**src/sv/bma_pkg.sv**
```systemverilog
// Package with types, codes and reset values of the button mode and auto-repeat controller.
package bma_pkg;

    typedef logic [2:0] t_mode;
    typedef logic [2:0] t_action;
    typedef logic [7:0] t_count;
    typedef logic [2:0] t_tally;
    typedef logic [1:0] t_cfg_index;
    typedef logic [7:0] t_cfg_data;

    localparam t_mode MODE_RUN  = 3'd0;
    localparam t_mode MODE_TIME = 3'd1;
    localparam t_mode MODE_ZERO = 3'd5;

    localparam t_action ACTION_NONE = 3'd0;

    localparam t_cfg_index CFG_SLOW_PERIOD   = 2'd0;
    localparam t_cfg_index CFG_FAST_PERIOD   = 2'd1;
    localparam t_cfg_index CFG_ACCEL_REPEATS = 2'd2;

    localparam t_count SLOW_PERIOD_RESET   = 8'd150;
    localparam t_count FAST_PERIOD_RESET   = 8'd75;
    localparam t_tally ACCEL_REPEATS_RESET = 3'd5;

    localparam t_count COUNT_RELOAD = 8'd1;

endpackage

```
**src/sv/button_mode_autorepeat.sv**
```systemverilog
// Button scanner with mode selection and accelerating auto-repeat, one result per tick.
// An input transfer goes into the input register and its result into the result register.
// Throughput: one tick per cycle while the output is not stalled, set by the single
// state update between the two registers. Configuration writes are always accepted.
// Reset is synchronous and active low; it clears both valid flags, the repeat tally and
// the color mark, loads the three timers with 1, selects run mode and sets the registers
// to 150, 75 and 5.
module button_mode_autorepeat (
    input  logic                i_clk,
    input  logic                i_rst_n,
    input  logic                i_valid,
    output logic                o_stall,
    input  logic                i_mode_button_n,
    input  logic                i_lower_button_n,
    input  logic                i_upper_button_n,
    output logic                o_valid,
    input  logic                i_stall,
    output logic [2:0]          o_mode,
    output logic                o_mode_changed,
    output logic                o_save_colors,
    output logic                o_rtc_stop,
    output logic [2:0]          o_lower_action,
    output logic                o_bump_hour,
    output logic                o_refresh_time,
    input  logic                i_cfg_valid,
    output logic                o_cfg_ready,
    input  bma_pkg::t_cfg_index i_cfg_index,
    input  bma_pkg::t_cfg_data  i_cfg_data
);
    import bma_pkg::*;

    t_count  r_slow_period;
    t_count  r_fast_period;
    t_tally  r_accel_repeats;

    t_mode   r_cur_mode, n_cur_mode;
    t_count  r_mode_count, n_mode_count;
    t_count  r_lower_count, n_lower_count;
    t_count  r_upper_count, n_upper_count;
    t_tally  r_repeat_tally, n_repeat_tally;
    logic    r_colors_dirty, n_colors_dirty;

    logic    r_in_valid;
    logic    r_in_mode_n;
    logic    r_in_lower_n;
    logic    r_in_upper_n;

    logic    r_out_valid;
    t_mode   r_out_mode;
    logic    r_out_changed, n_changed;
    logic    r_out_save, n_save;
    logic    r_out_stop, n_stop;
    t_action r_out_action, n_action;
    logic    r_out_bump, n_bump;
    logic    r_out_refresh, n_refresh;

    logic    out_ready;
    logic    in_ready;
    logic    step;
    t_count  mode_dec;
    t_count  lower_dec;
    t_count  upper_dec;

    assign out_ready   = !r_out_valid || !i_stall;
    assign in_ready    = !r_in_valid || out_ready;
    assign step        = r_in_valid && out_ready;
    assign o_stall     = !in_ready;
    assign o_cfg_ready = 1'b1;

    assign mode_dec  = r_mode_count - COUNT_RELOAD;
    assign lower_dec = r_lower_count - COUNT_RELOAD;
    assign upper_dec = r_upper_count - COUNT_RELOAD;

    always_comb begin
        n_cur_mode     = r_cur_mode;
        n_mode_count   = r_mode_count;
        n_lower_count  = r_lower_count;
        n_upper_count  = r_upper_count;
        n_repeat_tally = r_repeat_tally;
        n_colors_dirty = r_colors_dirty;
        n_changed      = 1'b0;
        n_save         = 1'b0;
        n_stop         = 1'b0;
        n_action       = ACTION_NONE;
        n_bump         = 1'b0;
        n_refresh      = 1'b0;

        if (!r_in_mode_n) begin
            if (mode_dec == '0) begin
                n_mode_count = r_slow_period;
                n_cur_mode   = (r_cur_mode >= MODE_ZERO) ? MODE_RUN : r_cur_mode + 3'd1;
                n_changed    = 1'b1;
                if (n_cur_mode == MODE_RUN && r_colors_dirty) begin
                    n_colors_dirty = 1'b0;
                    n_save         = 1'b1;
                end
            end else begin
                n_mode_count = mode_dec;
            end
        end else begin
            n_mode_count = COUNT_RELOAD;
        end

        if (n_cur_mode != MODE_RUN) begin
            if (!r_in_lower_n) begin
                if (lower_dec == '0) begin
                    n_stop   = 1'b1;
                    n_action = n_cur_mode;
                    if (r_repeat_tally < r_accel_repeats) begin
                        n_repeat_tally = r_repeat_tally + 3'd1;
                        n_lower_count  = r_slow_period;
                    end else begin
                        n_lower_count = r_fast_period;
                    end
                    if (n_cur_mode != MODE_TIME) begin
                        n_colors_dirty = 1'b1;
                    end
                end else begin
                    n_lower_count = lower_dec;
                end
            end else begin
                n_repeat_tally = '0;
                n_lower_count  = COUNT_RELOAD;
            end

            if (!r_in_upper_n) begin
                if (upper_dec == '0) begin
                    n_stop        = 1'b1;
                    n_bump        = (n_cur_mode == MODE_TIME);
                    n_refresh     = 1'b1;
                    n_upper_count = r_slow_period;
                end else begin
                    n_upper_count = upper_dec;
                end
            end else begin
                n_upper_count = COUNT_RELOAD;
            end
        end
    end

    always_ff @(posedge i_clk) begin
        if (!i_rst_n) begin
            r_slow_period   <= SLOW_PERIOD_RESET;
            r_fast_period   <= FAST_PERIOD_RESET;
            r_accel_repeats <= ACCEL_REPEATS_RESET;
            r_cur_mode      <= MODE_RUN;
            r_mode_count    <= COUNT_RELOAD;
            r_lower_count   <= COUNT_RELOAD;
            r_upper_count   <= COUNT_RELOAD;
            r_repeat_tally  <= '0;
            r_colors_dirty  <= 1'b0;
            r_in_valid      <= 1'b0;
            r_out_valid     <= 1'b0;
        end else begin
            if (i_cfg_valid) begin
                unique case (i_cfg_index)
                    CFG_SLOW_PERIOD:   r_slow_period   <= i_cfg_data;
                    CFG_FAST_PERIOD:   r_fast_period   <= i_cfg_data;
                    CFG_ACCEL_REPEATS: r_accel_repeats <= i_cfg_data[2:0];
                    default: ;
                endcase
            end
            if (in_ready) begin
                r_in_valid <= i_valid;
            end
            if (out_ready) begin
                r_out_valid <= r_in_valid;
            end
            if (step) begin
                r_cur_mode     <= n_cur_mode;
                r_mode_count   <= n_mode_count;
                r_lower_count  <= n_lower_count;
                r_upper_count  <= n_upper_count;
                r_repeat_tally <= n_repeat_tally;
                r_colors_dirty <= n_colors_dirty;
            end
        end
    end

    always_ff @(posedge i_clk) begin
        if (in_ready && i_valid) begin
            r_in_mode_n  <= i_mode_button_n;
            r_in_lower_n <= i_lower_button_n;
            r_in_upper_n <= i_upper_button_n;
        end
        if (step) begin
            r_out_mode    <= n_cur_mode;
            r_out_changed <= n_changed;
            r_out_save    <= n_save;
            r_out_stop    <= n_stop;
            r_out_action  <= n_action;
            r_out_bump    <= n_bump;
            r_out_refresh <= n_refresh;
        end
    end

    assign o_valid        = r_out_valid;
    assign o_mode         = r_out_mode;
    assign o_mode_changed = r_out_changed;
    assign o_save_colors  = r_out_save;
    assign o_rtc_stop     = r_out_stop;
    assign o_lower_action = r_out_action;
    assign o_bump_hour    = r_out_bump;
    assign o_refresh_time = r_out_refresh;

endmodule

```
**config.mk**
```make
export PLATFORM = sky130hd
export DESIGN_NAME = button_mode_autorepeat
export DESIGN_NICKNAME = d
export VERILOG_FILES = /design/src/sv/bma_pkg.sv /design/src/sv/button_mode_autorepeat.sv
export SDC_FILE = /design/constraint.sdc
export NUM_CORES = 1
export LEC_CHECK = 0
export BUFFER_PORTS_ARGS = -buffer_cell sky130_fd_sc_hd__buf_2
export CAP_MARGIN = 10
export CORE_ASPECT_RATIO = 1.75
export CORE_UTILIZATION = 59
export DETAILED_ROUTE_END_ITERATION = 7
export PLACE_DENSITY = 0.84
export SYNTH_ARGS = -nofsm -noshare
export SYNTH_HDL_FRONTEND = slang
export SYNTH_SLANG_ARGS = --single-unit
```
**constraint.sdc**
```tcl
create_clock -name i_clk -period 4.24 [get_ports i_clk]
set_clock_uncertainty 0.15 [all_clocks]
set_input_delay 0.424 -clock i_clk [delete_from_list [all_inputs] [get_ports i_clk]]
set_output_delay 0.424 -clock i_clk [all_outputs]
set_load 0.005 [all_outputs]
```
== Yosys cells after proc, flatten, opt, wreduce, memory -nomap -nowiden ==
Cells that the tools add are included.

* Word-level logic and storage cells: 89
* Input bits: 18
* Register bits after elaboration: 66
* Output and inout bits: 14

* Add/subtract/negate cells: 5
* Magnitude comparators: 2
* Eq/ne operators: 4
* Muxes and demuxes: 27
* Bitwise operators: 4
* Reduce and logical (&&, ||, !) cells: 26

{| class="wikitable"
|+ Operators with widths
! operator !! count
|-
| 2-to-1 mux 8 bit || 7
|-
| zero test 8 bit || 3
|-
| subtractor 8 x 1 -> 8 bit (second input constant) || 3
|-
| 2-to-1 mux 3 bit || 6
|-
| 2-to-1 mux 1 bit || 14
|-
| AND reduction 2 bit || 4
|-
| adder 3 x 1 -> 3 bit (second input constant) || 2
|-
| OR reduction 3 bit || 2
|-
| zero test 1 bit || 4
|-
| inverter 1 bit || 4
|-
| AND reduction 4 bit || 1
|-
| nonzero test 2 bit || 2
|-
| OR reduction 2 bit || 2
|-
| == test 3 x 1 -> 1 bit (second input constant) || 1
|-
| greater-or-equal comparator 3 bit (second input constant) || 1
|-
| logical AND 1 bit || 3
|-
| zero test 3 bit || 1
|-
| less-than comparator 3 bit || 1
|-
| inequality test 3 x 1 -> 1 bit (second input constant) || 1
|-
| nonzero test 3 bit || 1
|-
| == test 2 x 1 -> 1 bit (second input constant) || 1
|-
| == test 2 bit (second input constant) || 1
|-
| zero test 2 bit || 1
|-
| logical OR 1 bit || 2
|}

== Longest topological paths before layout ==
Gate-level depths: netlist (run 1).

* Depth in word-level cells: 11
* Depth in mapped cells: 10
* Depth with buffers taken out: 8

== Least setup slack after synthesis (run 1) ==
OpenSTA, ideal clock, no wires.

* Path type: register to register
* Start: register r_mode_count[0]
* End: register r_repeat_tally[2]
* Cell stages (with the launch flop): 9
* Setup time: 70 ps
* Setup slack: 1266 ps
* Clock period less this slack: 2974 ps
* Arrival time: 2754 ps
* Data required time: 4020 ps
* Path buffers: 0
* Path through: dfxtp_1 > inv_1 > ha_1 > or3b_4 > o31a_4 > nor4b_4 > mux2_4 > or4_1 > a21oi_1

* Cells in the longest elaborated chain, start to end: 6

{| class="wikitable"
|+ RTL lines
! element !! line !! RTL
|-
| start, declared || button_mode_autorepeat.sv:37 || <nowiki>t_count r_mode_count, n_mode_count;</nowiki>
|-
| start signal, assigned || button_mode_autorepeat.sv:171 || <nowiki>r_mode_count <= n_mode_count;</nowiki>
|-
| subtractor 8 x 1 -> 8 bit || button_mode_autorepeat.sv:70 || <nowiki>assign mode_dec = r_mode_count - COUNT_RELOAD;</nowiki>
|-
| zero test 8 bit || button_mode_autorepeat.sv:89 || <nowiki>if (mode_dec == '0) begin</nowiki>
|-
| 2-to-1 mux 3 bit || button_mode_autorepeat.sv:89 ||
|-
| 2-to-1 mux 3 bit || button_mode_autorepeat.sv:88 || <nowiki>if (!r_in_mode_n) begin</nowiki>
|-
| nonzero test 3 bit || button_mode_autorepeat.sv:104 || <nowiki>if (n_cur_mode != MODE_RUN) begin</nowiki>
|-
| AND reduction 4 bit (no source line) || n/a ||
|-
| end signal, assigned || button_mode_autorepeat.sv:174 || <nowiki>r_repeat_tally <= n_repeat_tally;</nowiki>
|-
| end, declared || button_mode_autorepeat.sv:40 || <nowiki>t_tally r_repeat_tally, n_repeat_tally;</nowiki>
|}

Every way passes these cells.
A chain may end at the register's enable or synchronous reset.

== Worst setup path after layout (run 1) ==
Ends and elaborated chain as after synthesis.

==> key figures, run 1 <==
Final layout
  • Most common cell after layout, fill and taps aside: sky130_fd_sc_hd__dfxtp_1
  • Final layout net count: 453
  • Non-filler cells in the finished layout: slightly above 500
  • Fraction of layout instances using a drive strength above 1: between 10% and 20%
  • Count of filler cells inserted in the layout: 472
  • Post-Route Utilization: 68.08%
  • Highest-count cells in the layout ignoring fill and taps: sky130_fd_sc_hd__dfxtp_1, sky130_fd_sc_hd__nor2_1, sky130_fd_sc_hd__a21oi_1
  • Antenna Cells: 0
  • Layout overhead on the synthesized area: 9.698%

Detailed routing
  • Via Count: approximately 3000
  • Iteration-0 DRC Markers: between 100 and 150
  • Wire length reported by the detailed router: roughly 7.8 mm
  • Drt via density: 5.954
  • Drt pass-1 iters: 5
  • Antenna-violating nets left: 0
  • Routed len/inst: 15.42 µm
  • DRC violations left: 0

Synthesis
  • Warning count from the yosys run: 0
  • Ys flop type: sky130_fd_sc_hd__dfxtp_1
  • Count of unique library cells instantiated by Yosys: 56
  • Area of the mapped netlist: 0.003522 mm²
  • Post-Synthesis Cells: approximately 400
  • Net count of the mapped netlist: approximately 430
  • Flip-flop and latch count after synthesis: 66
  • Fraction of synthesis flops using an asynchronous set or reset pin: 0%
  • Mean instance size in the synthesized netlist: 8.827 µm²
  • Share of synthesized area occupied by flip-flops and latches: about two fifths
  • Number of flops mapped to enable cells by yosys: 14

Worst setup path
  • Max Fanout on Critical Path: 33
  • Slowest cell on the critical path: sky130_fd_sc_hd__or4_1
  • Crit-path leading delay family: simple AND/OR/NAND/NOR gates
  • Buf+Inv Stages, Crit Path: 2
  • Data required time of the worst path: between 4000 and 5000 ps
  • Startpoint type of the worst setup path: flip-flop
  • Type of the worst setup path: reg -> reg
  • CP Data Arrival Time: between 3000 and 4000 ps
  • Stage delay of the slowest cell on the critical path: 520 ps
  • Crit path depth: 9
  • CP endpoint kind: flip-flop
  • Logic depth of the worst register-to-register path: 9
  • Series of cell instances along the critical path: inv_1 -> ha_1 -> or3b_4 -> o31a_4 -> nor4b_4 -> buf_4 -> mux2_4 -> or4_1 -> a21oi_1

Floorplan
  • X dimension of the die: roughly 60 µm
  • Number of standard-cell rows in the floorplan: 36
  • Die span in y: 104.2 µm
  • Floorplan Core Area: roughly 0.0057 mm²
  • Total I/O pin count: 32
  • Area of the die: 0.006295 mm²
  • Effective utilization at floorplan: between 60% and 70%

Timing
  • Final count of pins violating max slew: 0
  • Worst-case hold slack: roughly 90 ps
  • Worst rel slew slack: slightly below 50%
  • Highest clock frequency the design can meet: 298.8 MHz
  • Fin Setup TNS: 0 ps
  • Endpoints failing setup: 0
  • Shortest clock period the worst path allows after layout: between 3000 and 4000 ps
  • Final cycle utilization of the critical path: between 70% and 80%
  • Unrepaired setup endpoints after global routing: no
  • Final hold violation count: 0
  • Slew at the pin closest to its max-slew limit: around 760 ps

Global route
  • Antenna violations before repair: 0
  • Number of global-route vias before repair: between 2000 and 3000
  • First-pass GRT wire length: roughly 13 mm
  • Overflow after GRT: 0
  • GRT Util Overall: 28.14%
  • Maximum number of pins on one net before global-route repair: 38

Clock network
  • Clk sink count: 66
  • Post-CTS Resized: 0
  • TritonCTS Buffers: 9
  • Clock insertion delay at the later pin of the skew report: approximately 350 ps
  • Clock tree from TritonCTS: built
  • CTS clock-pin slew for the worst setup and hold paths: around 70 ps
  • Largest buffer count on any clock path: 2
  • Buffers inserted during post-CTS setup optimization: 0
  • Clock root buffer master: sky130_fd_sc_hd__clkbuf_8
  • CTS hold repair buffers: 0
  • H-Tree Depth: 3

Placed design
  • RD Place Congestion: ~0.88
  • Count of input and output buffers: 30
  • Sum of net half-perimeters after detailed placement: 5.682 mm
  • Inst Count DP: between 400 and 500

Run
  • Reported max-cap violation count: 0

Worst hold path
  • Worst Hold Depth: 1
  • Hold Path Class: in -> reg

Power and ir drop
  • Power after layout: 1.463 mW
  • Max VDD drop: just under 0.3 mV
  • Cell area power density: 378.7 mW/mm²
  • Leak Pwr: 1.583 nW

Run status
  • Result of the run: finished clean
## synth_stat cells (all sizes together), types with 8 or more instances
cell type	count	area share, %
clkbuf	13	1.4
o211ai	9	1.9
nand2	31	3.3
a21oi	40	5.7
dfxtp	52	30
inv	20	2.1
ha	11	3.9
nor3	8	1.1
edfxtp	14	12
mux2i	24	6.8
nor2	46	4.9
nand3	12	1.7
o21ai	22	3.1
o31ai	9	1.9
## final timing paths
| kind | start | end | slack [ps] |
|---|---|---|---|
| worst max-delay path | r_mode_count[0]$_SDFFE_PN1P_ | r_repeat_tally[2]$_SDFFE_PN0P_ | 890 |
| worst min-delay path | i_upper_button_n | r_in_upper_n$_DFFE_PP_ | 90 |
| worst max register to register | r_mode_count[0]$_SDFFE_PN1P_ | r_repeat_tally[2]$_SDFFE_PN0P_ | 890 |
| worst min register to register | r_fast_period[1]$_SDFFE_PN1P_ | r_fast_period[1]$_SDFFE_PN1P_ | 320 |
## layout make-up
type	instances	area [µm²]	share of cell area, %
multi-input cells	293	1886	48.80
flip-flops and latches	66	1461	37.82
repair buffers	34	180.2	4.663
clock buffers	15	166.4	4.307
well taps	76	95.09	2.461
inverters	20	75.07	1.943
## kinds of logic (layout without fill, tap and decap cells)
group	Yosys count	after routing	share of synthesized area [%]
mux	27	27	7.886
simple gates	143	143	21.10
xor+xnor	3	3	0.7461
other cells	1	1	0.1065
buf+inv	40	69	5.151
flops	66	66	41.49
compound gates	108	108	19.61
fa+ha+maj	11	11	3.908
## flip-flops by register name (all words and copies together), names as in the netlist, 3 cells and up
signal / count
o_lower_action: 3
r_repeat_tally: 3
r_slow_period: 8
r_fast_period: 8
r_cur_mode: 3
r_accel_repeats: 3
r_upper_count: 8
r_mode_count: 8
r_lower_count: 8
o_mode: 3
## power breakdown
group | total, mW | switching (mW) | internal [mW]
clock network | 0.460 | 0.218 | 0.242
logic | 0.298 | 0.179 | 0.119
registers | 0.706 | 0.0325 | 0.673
total | 1.46 | 0.429 | 1.03
## per-stage QoR
stage               instance area (µm²)  setup slack, ps
global route                       3864            752.0
floorplan                          3522             1266
CTS                                3864            880.6
global placement                   3697            999.6
detailed placement                 3697            895.0
finish                             3864            893.5
## layer usage
metal / vias up / global-route usage, % / part of all wire, %
met5: - / 0 / 0
met4: 0 / 17.61 / 5.6
met3: 29 / 6.716 / 3.8
met2: 69 / 46.08 / 52
met1: 1401 / 31.08 / 38
li1: 1502 / - / -
No activity file was read; power rests on OpenSTA's default activity.
==> inputs of run 2 (changes only) <==
==> constraint.sdc (replaced) <==
create_clock -name i_clk -period 3.1 [get_ports i_clk]
set_clock_uncertainty 0.15 [all_clocks]
set_input_delay 0.31 -clock i_clk [delete_from_list [all_inputs] [get_ports i_clk]]
set_output_delay 0.31 -clock i_clk [all_outputs]
set_load 0.005 [all_outputs]
==> run 2 against run 1 <==
Compared with the run above: non-clock buffer count increased by 12; worst hold slack got worse by 61 ps; critical path depth decreased by 1; sequential power increased by 37%; largest cell class unchanged; largest power group unchanged.
==> key figures, run 2 (synthesis results as in run 1) <==
Detailed routing
  • Iteration-0 DRC Markers: around 140
  • Routed len/inst: about 17 µm
  • Wire length reported by the detailed router: between 8 and 9 mm
  • Drt via density: between 6 and 7
  • DRC violations left: 0
  • Via Count: 3231
  • Antenna-violating nets left: 0
  • Drt pass-1 iters: 5

Placed design
  • Worst-case setup slack after placement: about 45 ps
  • Count of input and output buffers: 30
  • Sum of net half-perimeters after detailed placement: slightly below 6 mm
  • RD Place Congestion: between 0.8 and 0.9
  • Inst Count DP: roughly 500

Timing
  • Worst Slack Setup Final: 66.64 ps
  • Worst-case hold slack: just under 30 ps
  • Endpoints failing setup: 0
  • Shortest clock period the worst path allows after layout: between 3000 and 4000 ps
  • Final hold violation count: 0
  • Slew at the pin closest to its max-slew limit: 773.9 ps
  • Final count of pins violating max slew: 0
  • Highest clock frequency the design can meet: ~330 MHz
  • Final cycle utilization of the critical path: a little under 100%
  • Worst rel slew slack: 48.35%
  • Fin Setup TNS: 0 ps

Worst setup path
  • Startpoint type of the worst setup path: flip-flop
  • Type of the worst setup path: reg -> reg
  • CP Data Arrival Time: roughly 3200 ps
  • CP endpoint kind: flip-flop
  • Max Fanout on Critical Path: 5
  • Data required time of the worst path: roughly 3200 ps

Floorplan
  • X dimension of the die: slightly above 60 µm
  • Effective utilization at floorplan: ~62%
  • Total I/O pin count: 32
  • Area of the die: approximately 0.0063 mm²
  • Die span in y: about 100 µm
  • Number of standard-cell rows in the floorplan: 36
  • Floorplan Core Area: approximately 0.0057 mm²

Global route
  • Antenna violations before repair: 0
  • Number of global-route vias before repair: approximately 3100
  • Maximum number of pins on one net before global-route repair: 37
  • Overflow after GRT: 0
  • First-pass GRT wire length: approximately 14 mm
  • GRT Util Overall: between 20 and 30%

Clock network
  • Clock insertion delay at the later pin of the skew report: between 300 and 400 ps
  • H-Tree Depth: 3
  • TritonCTS Buffers: 9
  • Clock tree from TritonCTS: built
  • CTS clock-pin slew for the worst setup and hold paths: about 70 ps
  • Clk sink count: 66
  • Clock root buffer master: sky130_fd_sc_hd__clkbuf_8
  • Largest buffer count on any clock path: 2

Power and ir drop
  • Cell area power density: ~530 mW/mm²
  • Max VDD drop: 0.4219 mV
  • Leak Pwr: between 1.5 and 2 nW

Run status
  • Result of the run: finished clean

Final layout
  • Layout overhead on the synthesized area: 14.28%
  • Non-filler cells in the finished layout: 519
  • Post-Route Utilization: between 70% and 80%
  • Most common cell after layout, fill and taps aside: sky130_fd_sc_hd__dfxtp_1
  • Highest-count cells in the layout ignoring fill and taps: sky130_fd_sc_hd__dfxtp_1, sky130_fd_sc_hd__nor2_1, sky130_fd_sc_hd__a21oi_1
  • Fraction of layout instances using a drive strength above 1: between 10% and 20%
  • Antenna Cells: 0
  • Final layout net count: 467

Worst hold path
  • Hold Path Class: in -> reg

Run
  • Reported max-cap violation count: 0
run 2: changes by cell type in the layout (fill, tap and decap cells not counted), sizes merged:
| cell | change |
|---|---|
| buf | +9 |
| clkinv | +1 |
| dlygate4sd3 | +3 |
| mux2 | +2 |
run 2: final timing paths:
check	from	endpoint	slack [ps]	depth (start not counted)
worst max-delay path	r_mode_count[1]$_SDFFE_PN0P_	r_repeat_tally[2]$_SDFFE_PN0P_	70	8
worst max register to register	r_mode_count[1]$_SDFFE_PN0P_	r_repeat_tally[2]$_SDFFE_PN0P_	70	8
worst min-delay path	i_valid	r_in_valid$_SDFFE_PN0N_	30	3
worst min register to register	r_upper_count[6]$_SDFFE_PN0P_	r_upper_count[6]$_SDFFE_PN0P_	330	2
run 2: cell type report:
cell class / instances / area [µm²]
multi-input combinational: 295 / 1914
fill: 458 / 1650
sequential: 66 / 1461
timing repair buffer: 46 / 277.8
clock buffer: 15 / 196.4
tap: 76 / 95.09
inverter: 20 / 75.07
clock inverter: 1 / 5.005
run 2: critical path: stages (launching register included):
cell,delay (ps)
sky130_fd_sc_hd__dfxtp_1,340
sky130_fd_sc_hd__inv_1,100
sky130_fd_sc_hd__ha_2,220
sky130_fd_sc_hd__or3b_4,420
sky130_fd_sc_hd__o31a_4,320
sky130_fd_sc_hd__nor4b_4,370
sky130_fd_sc_hd__mux2_4,370
sky130_fd_sc_hd__or4_1,520
sky130_fd_sc_hd__a21oi_2,150
run 2: what timing repair did:
item,CTS,global route
resized for setup,0,2
endpoints found under the setup margin,0,3
hold endpoints to repair,3,0
hold buffers,3,0
setup buffers,0,3
run 2: layer usage:
layer	vias to the layer above	track usage, %	wire length (µm)
li1	1541	-	-
met1	1484	31.55	3152
met2	155	45.29	4376
met3	51	6.343	517
met4	0	22.76	617
met5	-	0	0
run 2: through the flow:
stage / power, mW / instance area (µm²)
after global routing: 2.231 / 4025
after CTS: 2.117 / 3974
after global placement: 1.391 / 3742
after floorplan: 1.283 / 3522
after detailed placement: 1.405 / 3742
final: 2.135 / 4025
run 2: where the power goes:
group | switching [mW] | leakage, nW | internal (mW) | total (mW)
Combinational | 0.265 | 1.00 | 0.188 | 0.453
Sequential | 0.0460 | 0.557 | 0.921 | 0.966
Clock | 0.316 | 0.106 | 0.399 | 0.715
==> inputs of run 3 (changes only) <==
--- a/config.mk
+++ b/config.mk
@@ -5,6 +5,7 @@
 export SDC_FILE = /design/constraint.sdc
 export NUM_CORES = 1
 export LEC_CHECK = 0
+export ABC_AREA = 1
 export BUFFER_PORTS_ARGS = -buffer_cell sky130_fd_sc_hd__buf_2
 export CAP_MARGIN = 10
 export CORE_ASPECT_RATIO = 1.75
==> run 3 against run 2 <==
Compared with the run above: highest routed layer unchanged; critical path depth increased by 6; flip-flop and latch count stayed put; synthesized area stayed put; utilization is 1.5 points lower; wire length fell by 0.40%; count of clock-buffer cells in the layout fell by 5; register-to-register slack better by 260 ps; critical path type unchanged; worst hold slack gained 5.8 ps; clock power is 3.2% lower; via count grew 1.5%; the run now ends with design-rule violations left; sequential share of layout area grew 0.77 points; global-route usage up 1.9 points.
==> key figures, run 3 <==
Synthesis
  • Synth top cells by count: sky130_fd_sc_hd__nand2_1, sky130_fd_sc_hd__inv_1, sky130_fd_sc_hd__nor2_1, sky130_fd_sc_hd__dfxtp_1, sky130_fd_sc_hd__o21ai_0
  • Mean instance size in the synthesized netlist: around 7.4 µm²
  • Ys flop type: sky130_fd_sc_hd__dfxtp_1
  • Compound-Gate Fraction of Synth Area: 14.78%
  • Post-Synthesis Cells: 477
  • Post-synthesis share of cell area spent on and, or, nand and nor gates: between 20% and 30%
  • Area of the mapped netlist: roughly 0.0035 mm²
  • Proportion of netlist area held by the largest area contributor: 29.56%
  • Most common cell in the netlist: sky130_fd_sc_hd__nand2_1
  • Cells taking the most area after synthesis: sky130_fd_sc_hd__dfxtp_1, sky130_fd_sc_hd__edfxtp_1, sky130_fd_sc_hd__nand2_1
  • Warning count from the yosys run: 0
  • Share of synthesized area occupied by flip-flops and latches: 41.49%
  • Largest family of logic cells by synthesized area: simple AND/OR/NAND/NOR gates
  • Multiplexer area fraction after synthesis: less than 1%
  • Adder-cell share of the synthesized area: ~4%
  • Net count of the mapped netlist: 506
  • Flip-flop and latch count after synthesis: 66
  • Count of unique library cells instantiated by Yosys: 38
  • Fraction of synthesis flops using an asynchronous set or reset pin: 0%
  • Number of flops mapped to enable cells by yosys: 14
  • Area leader, netlist: sky130_fd_sc_hd__dfxtp_1
  • Post-synthesis xor/xnor area fraction: 2.487%

Global route
  • Maximum number of pins on one net before global-route repair: 34
  • First-pass GRT wire length: between 10 and 15 mm
  • Overflow after GRT: 0
  • GRT Util Overall: a little under a third
  • Antenna violations before repair: 0
  • Number of global-route vias before repair: between 3000 and 4000

Floorplan
  • Effective utilization at floorplan: between 60% and 70%
  • Die span in y: around 100 µm
  • Floorplan Core Area: around 0.0057 mm²
  • X dimension of the die: between 60 and 70 µm
  • Number of standard-cell rows in the floorplan: 36
  • Total I/O pin count: 32
  • Area of the die: 0.006295 mm²

Detailed routing
  • Drt pass-1 iters: 8
  • Iteration-0 DRC Markers: 183
  • Wire length reported by the detailed router: 8.629 mm
  • Via Count: 3280
  • DRC violations left: 1
  • Drt via density: about 5.5
  • Routed len/inst: between 10 and 15 µm
  • Antenna-violating nets left: 0

Timing
  • Final cycle utilization of the critical path: between 80 and 90%
  • Fin Setup TNS: 0 ps
  • Shortest clock period the worst path allows after layout: ~2800 ps
  • Highest clock frequency the design can meet: approximately 360 MHz
  • Worst-case hold slack: 34.63 ps
  • Final hold violation count: 0
  • Slew at the pin closest to its max-slew limit: ~800 ps
  • Worst Slack Setup Final: between 300 and 400 ps
  • Worst rel slew slack: a little under half
  • Final count of pins violating max slew: 0
  • Endpoints failing setup: 0

Placed design
  • Inst Count DP: approximately 570
  • Worst-case setup slack after placement: between 200 and 300 ps
  • Count of input and output buffers: 30
  • Sum of net half-perimeters after detailed placement: between 6 and 7 mm
  • RD Place Congestion: ~0.92
  • Placed Area: around 0.0037 mm²

Worst setup path
  • CP endpoint kind: flip-flop
  • Data required time of the worst path: between 3000 and 4000 ps
  • Type of the worst setup path: reg -> reg
  • CP Data Arrival Time: approximately 2900 ps
  • Startpoint type of the worst setup path: flip-flop
  • Max Fanout on Critical Path: 12

Power and ir drop
  • Cell area power density: between 500 and 600 mW/mm²
  • Max VDD drop: roughly 0.49 mV
  • Leak Pwr: ~1.8 nW

Final layout
  • Post-route cell area: about 0.004 mm²
  • Antenna Cells: 0
  • Highest-count cells in the layout ignoring fill and taps: sky130_fd_sc_hd__nand2_1, sky130_fd_sc_hd__inv_1, sky130_fd_sc_hd__nor2_1
  • Non-filler cells in the finished layout: approximately 590
  • Layout overhead on the synthesized area: 11.90%
  • Most common cell after layout, fill and taps aside: sky130_fd_sc_hd__nand2_1
  • Final layout net count: ~540
  • Fraction of layout instances using a drive strength above 1: approximately 14%

Clock network
  • Clock insertion delay at the later pin of the skew report: 360 ps
  • Clock root buffer master: sky130_fd_sc_hd__clkbuf_8
  • Largest buffer count on any clock path: 2
  • TritonCTS Buffers: 9
  • Clock tree from TritonCTS: built
  • H-Tree Depth: 3
  • CTS clock-pin slew for the worst setup and hold paths: around 80 ps
  • Clk sink count: 66

Worst hold path
  • Hold Path Class: in -> reg

Run
  • Reported max-cap violation count: 0

Run status
  • Result of the run: finished, violations left
  • Violations in the final reports: design-rule violations
## run 3: metrics by stage
stage	util [%]	total power [mW]
2_1_floorplan	-	1.482
3_3_place_gp	65.56	1.604
3_5_place_dp	65.56	1.628
4_1_cts	69.36	2.320
5_1_grt	69.44	2.477
6_report	69.44	2.324
## run 3: cells by family (layout without fill, tap and decap cells)
group / after synthesis / after routing
flip-flops: 66 / 66
multiplexers: 2 / 2
AND/OR/NAND/NOR: 214 / 214
other: 1 / 1
buffers and inverters: 76 / 116
AO/OA/AOI/OAI: 97 / 97
XOR/XNOR: 10 / 10
adder cells (fa/ha/maj): 11 / 11
## run 3: worst max-delay path: stages, from the launching register on
cell	delay, ps
sky130_fd_sc_hd__dfxtp_1	340
sky130_fd_sc_hd__inv_1	120
sky130_fd_sc_hd__ha_1	200
sky130_fd_sc_hd__nand2_1	80
sky130_fd_sc_hd__nor2_1	200
sky130_fd_sc_hd__nand2_1	80
sky130_fd_sc_hd__nand2_1	60
sky130_fd_sc_hd__nand2_1	60
sky130_fd_sc_hd__nor2_1	210
sky130_fd_sc_hd__nand3_2	270
sky130_fd_sc_hd__nor2_1	310
sky130_fd_sc_hd__inv_1	150
sky130_fd_sc_hd__o21ai_0	260
sky130_fd_sc_hd__nand2_2	90
sky130_fd_sc_hd__a21oi_2	120
## run 3: report_power, final
group | switching, mW | internal (mW) | leakage (nW)
Clock | 0.327 | 0.365 | 0.0958
Combinational | 0.433 | 0.202 | 1.14
Sequential | 0.0482 | 0.949 | 0.561
## run 3: worst paths after layout
path / cells past startpoint / start / endpoint / slack (ps)
setup / recovery: 14 / r_lower_count[0]$_SDFFE_PN1P_ / r_lower_count[2]$_SDFFE_PN0P_ / 320
hold / removal: 3 / i_cfg_data[7] / r_slow_period[7]$_SDFFE_PN1P_ / 30
setup reg to reg: 14 / r_lower_count[0]$_SDFFE_PN1P_ / r_lower_count[2]$_SDFFE_PN0P_ / 320
hold reg to reg: 2 / r_fast_period[6]$_SDFFE_PN1P_ / r_fast_period[6]$_SDFFE_PN1P_ / 310
## run 3: layout make-up
cell class                 instances  area [µm²]
clock buffer                      10       127.6
clock inverter                     6       57.56
fill                             483        1734
inverter                          64       245.2
multi-input combinational        335        1752
sequential                        66        1461
tap                               76       95.09
timing repair buffer              36       202.7
## run 3: what timing repair did
action / in CTS / in global routing
setup buffers: 0 / 0
gates resized for setup: 0 / 1
endpoints found under the setup margin: 0 / 5
endpoints found under the hold margin: 3 / 0
hold buffers: 3 / 0
## run 3: layer usage
metal	GRT usage [%]	up-vias	part of all wire [%]
met5	0	-	0
met4	22.59	0	6.6
met3	7.338	38	5.2
met2	50.63	134	52
met1	31.82	1486	36
li1	-	1622	-
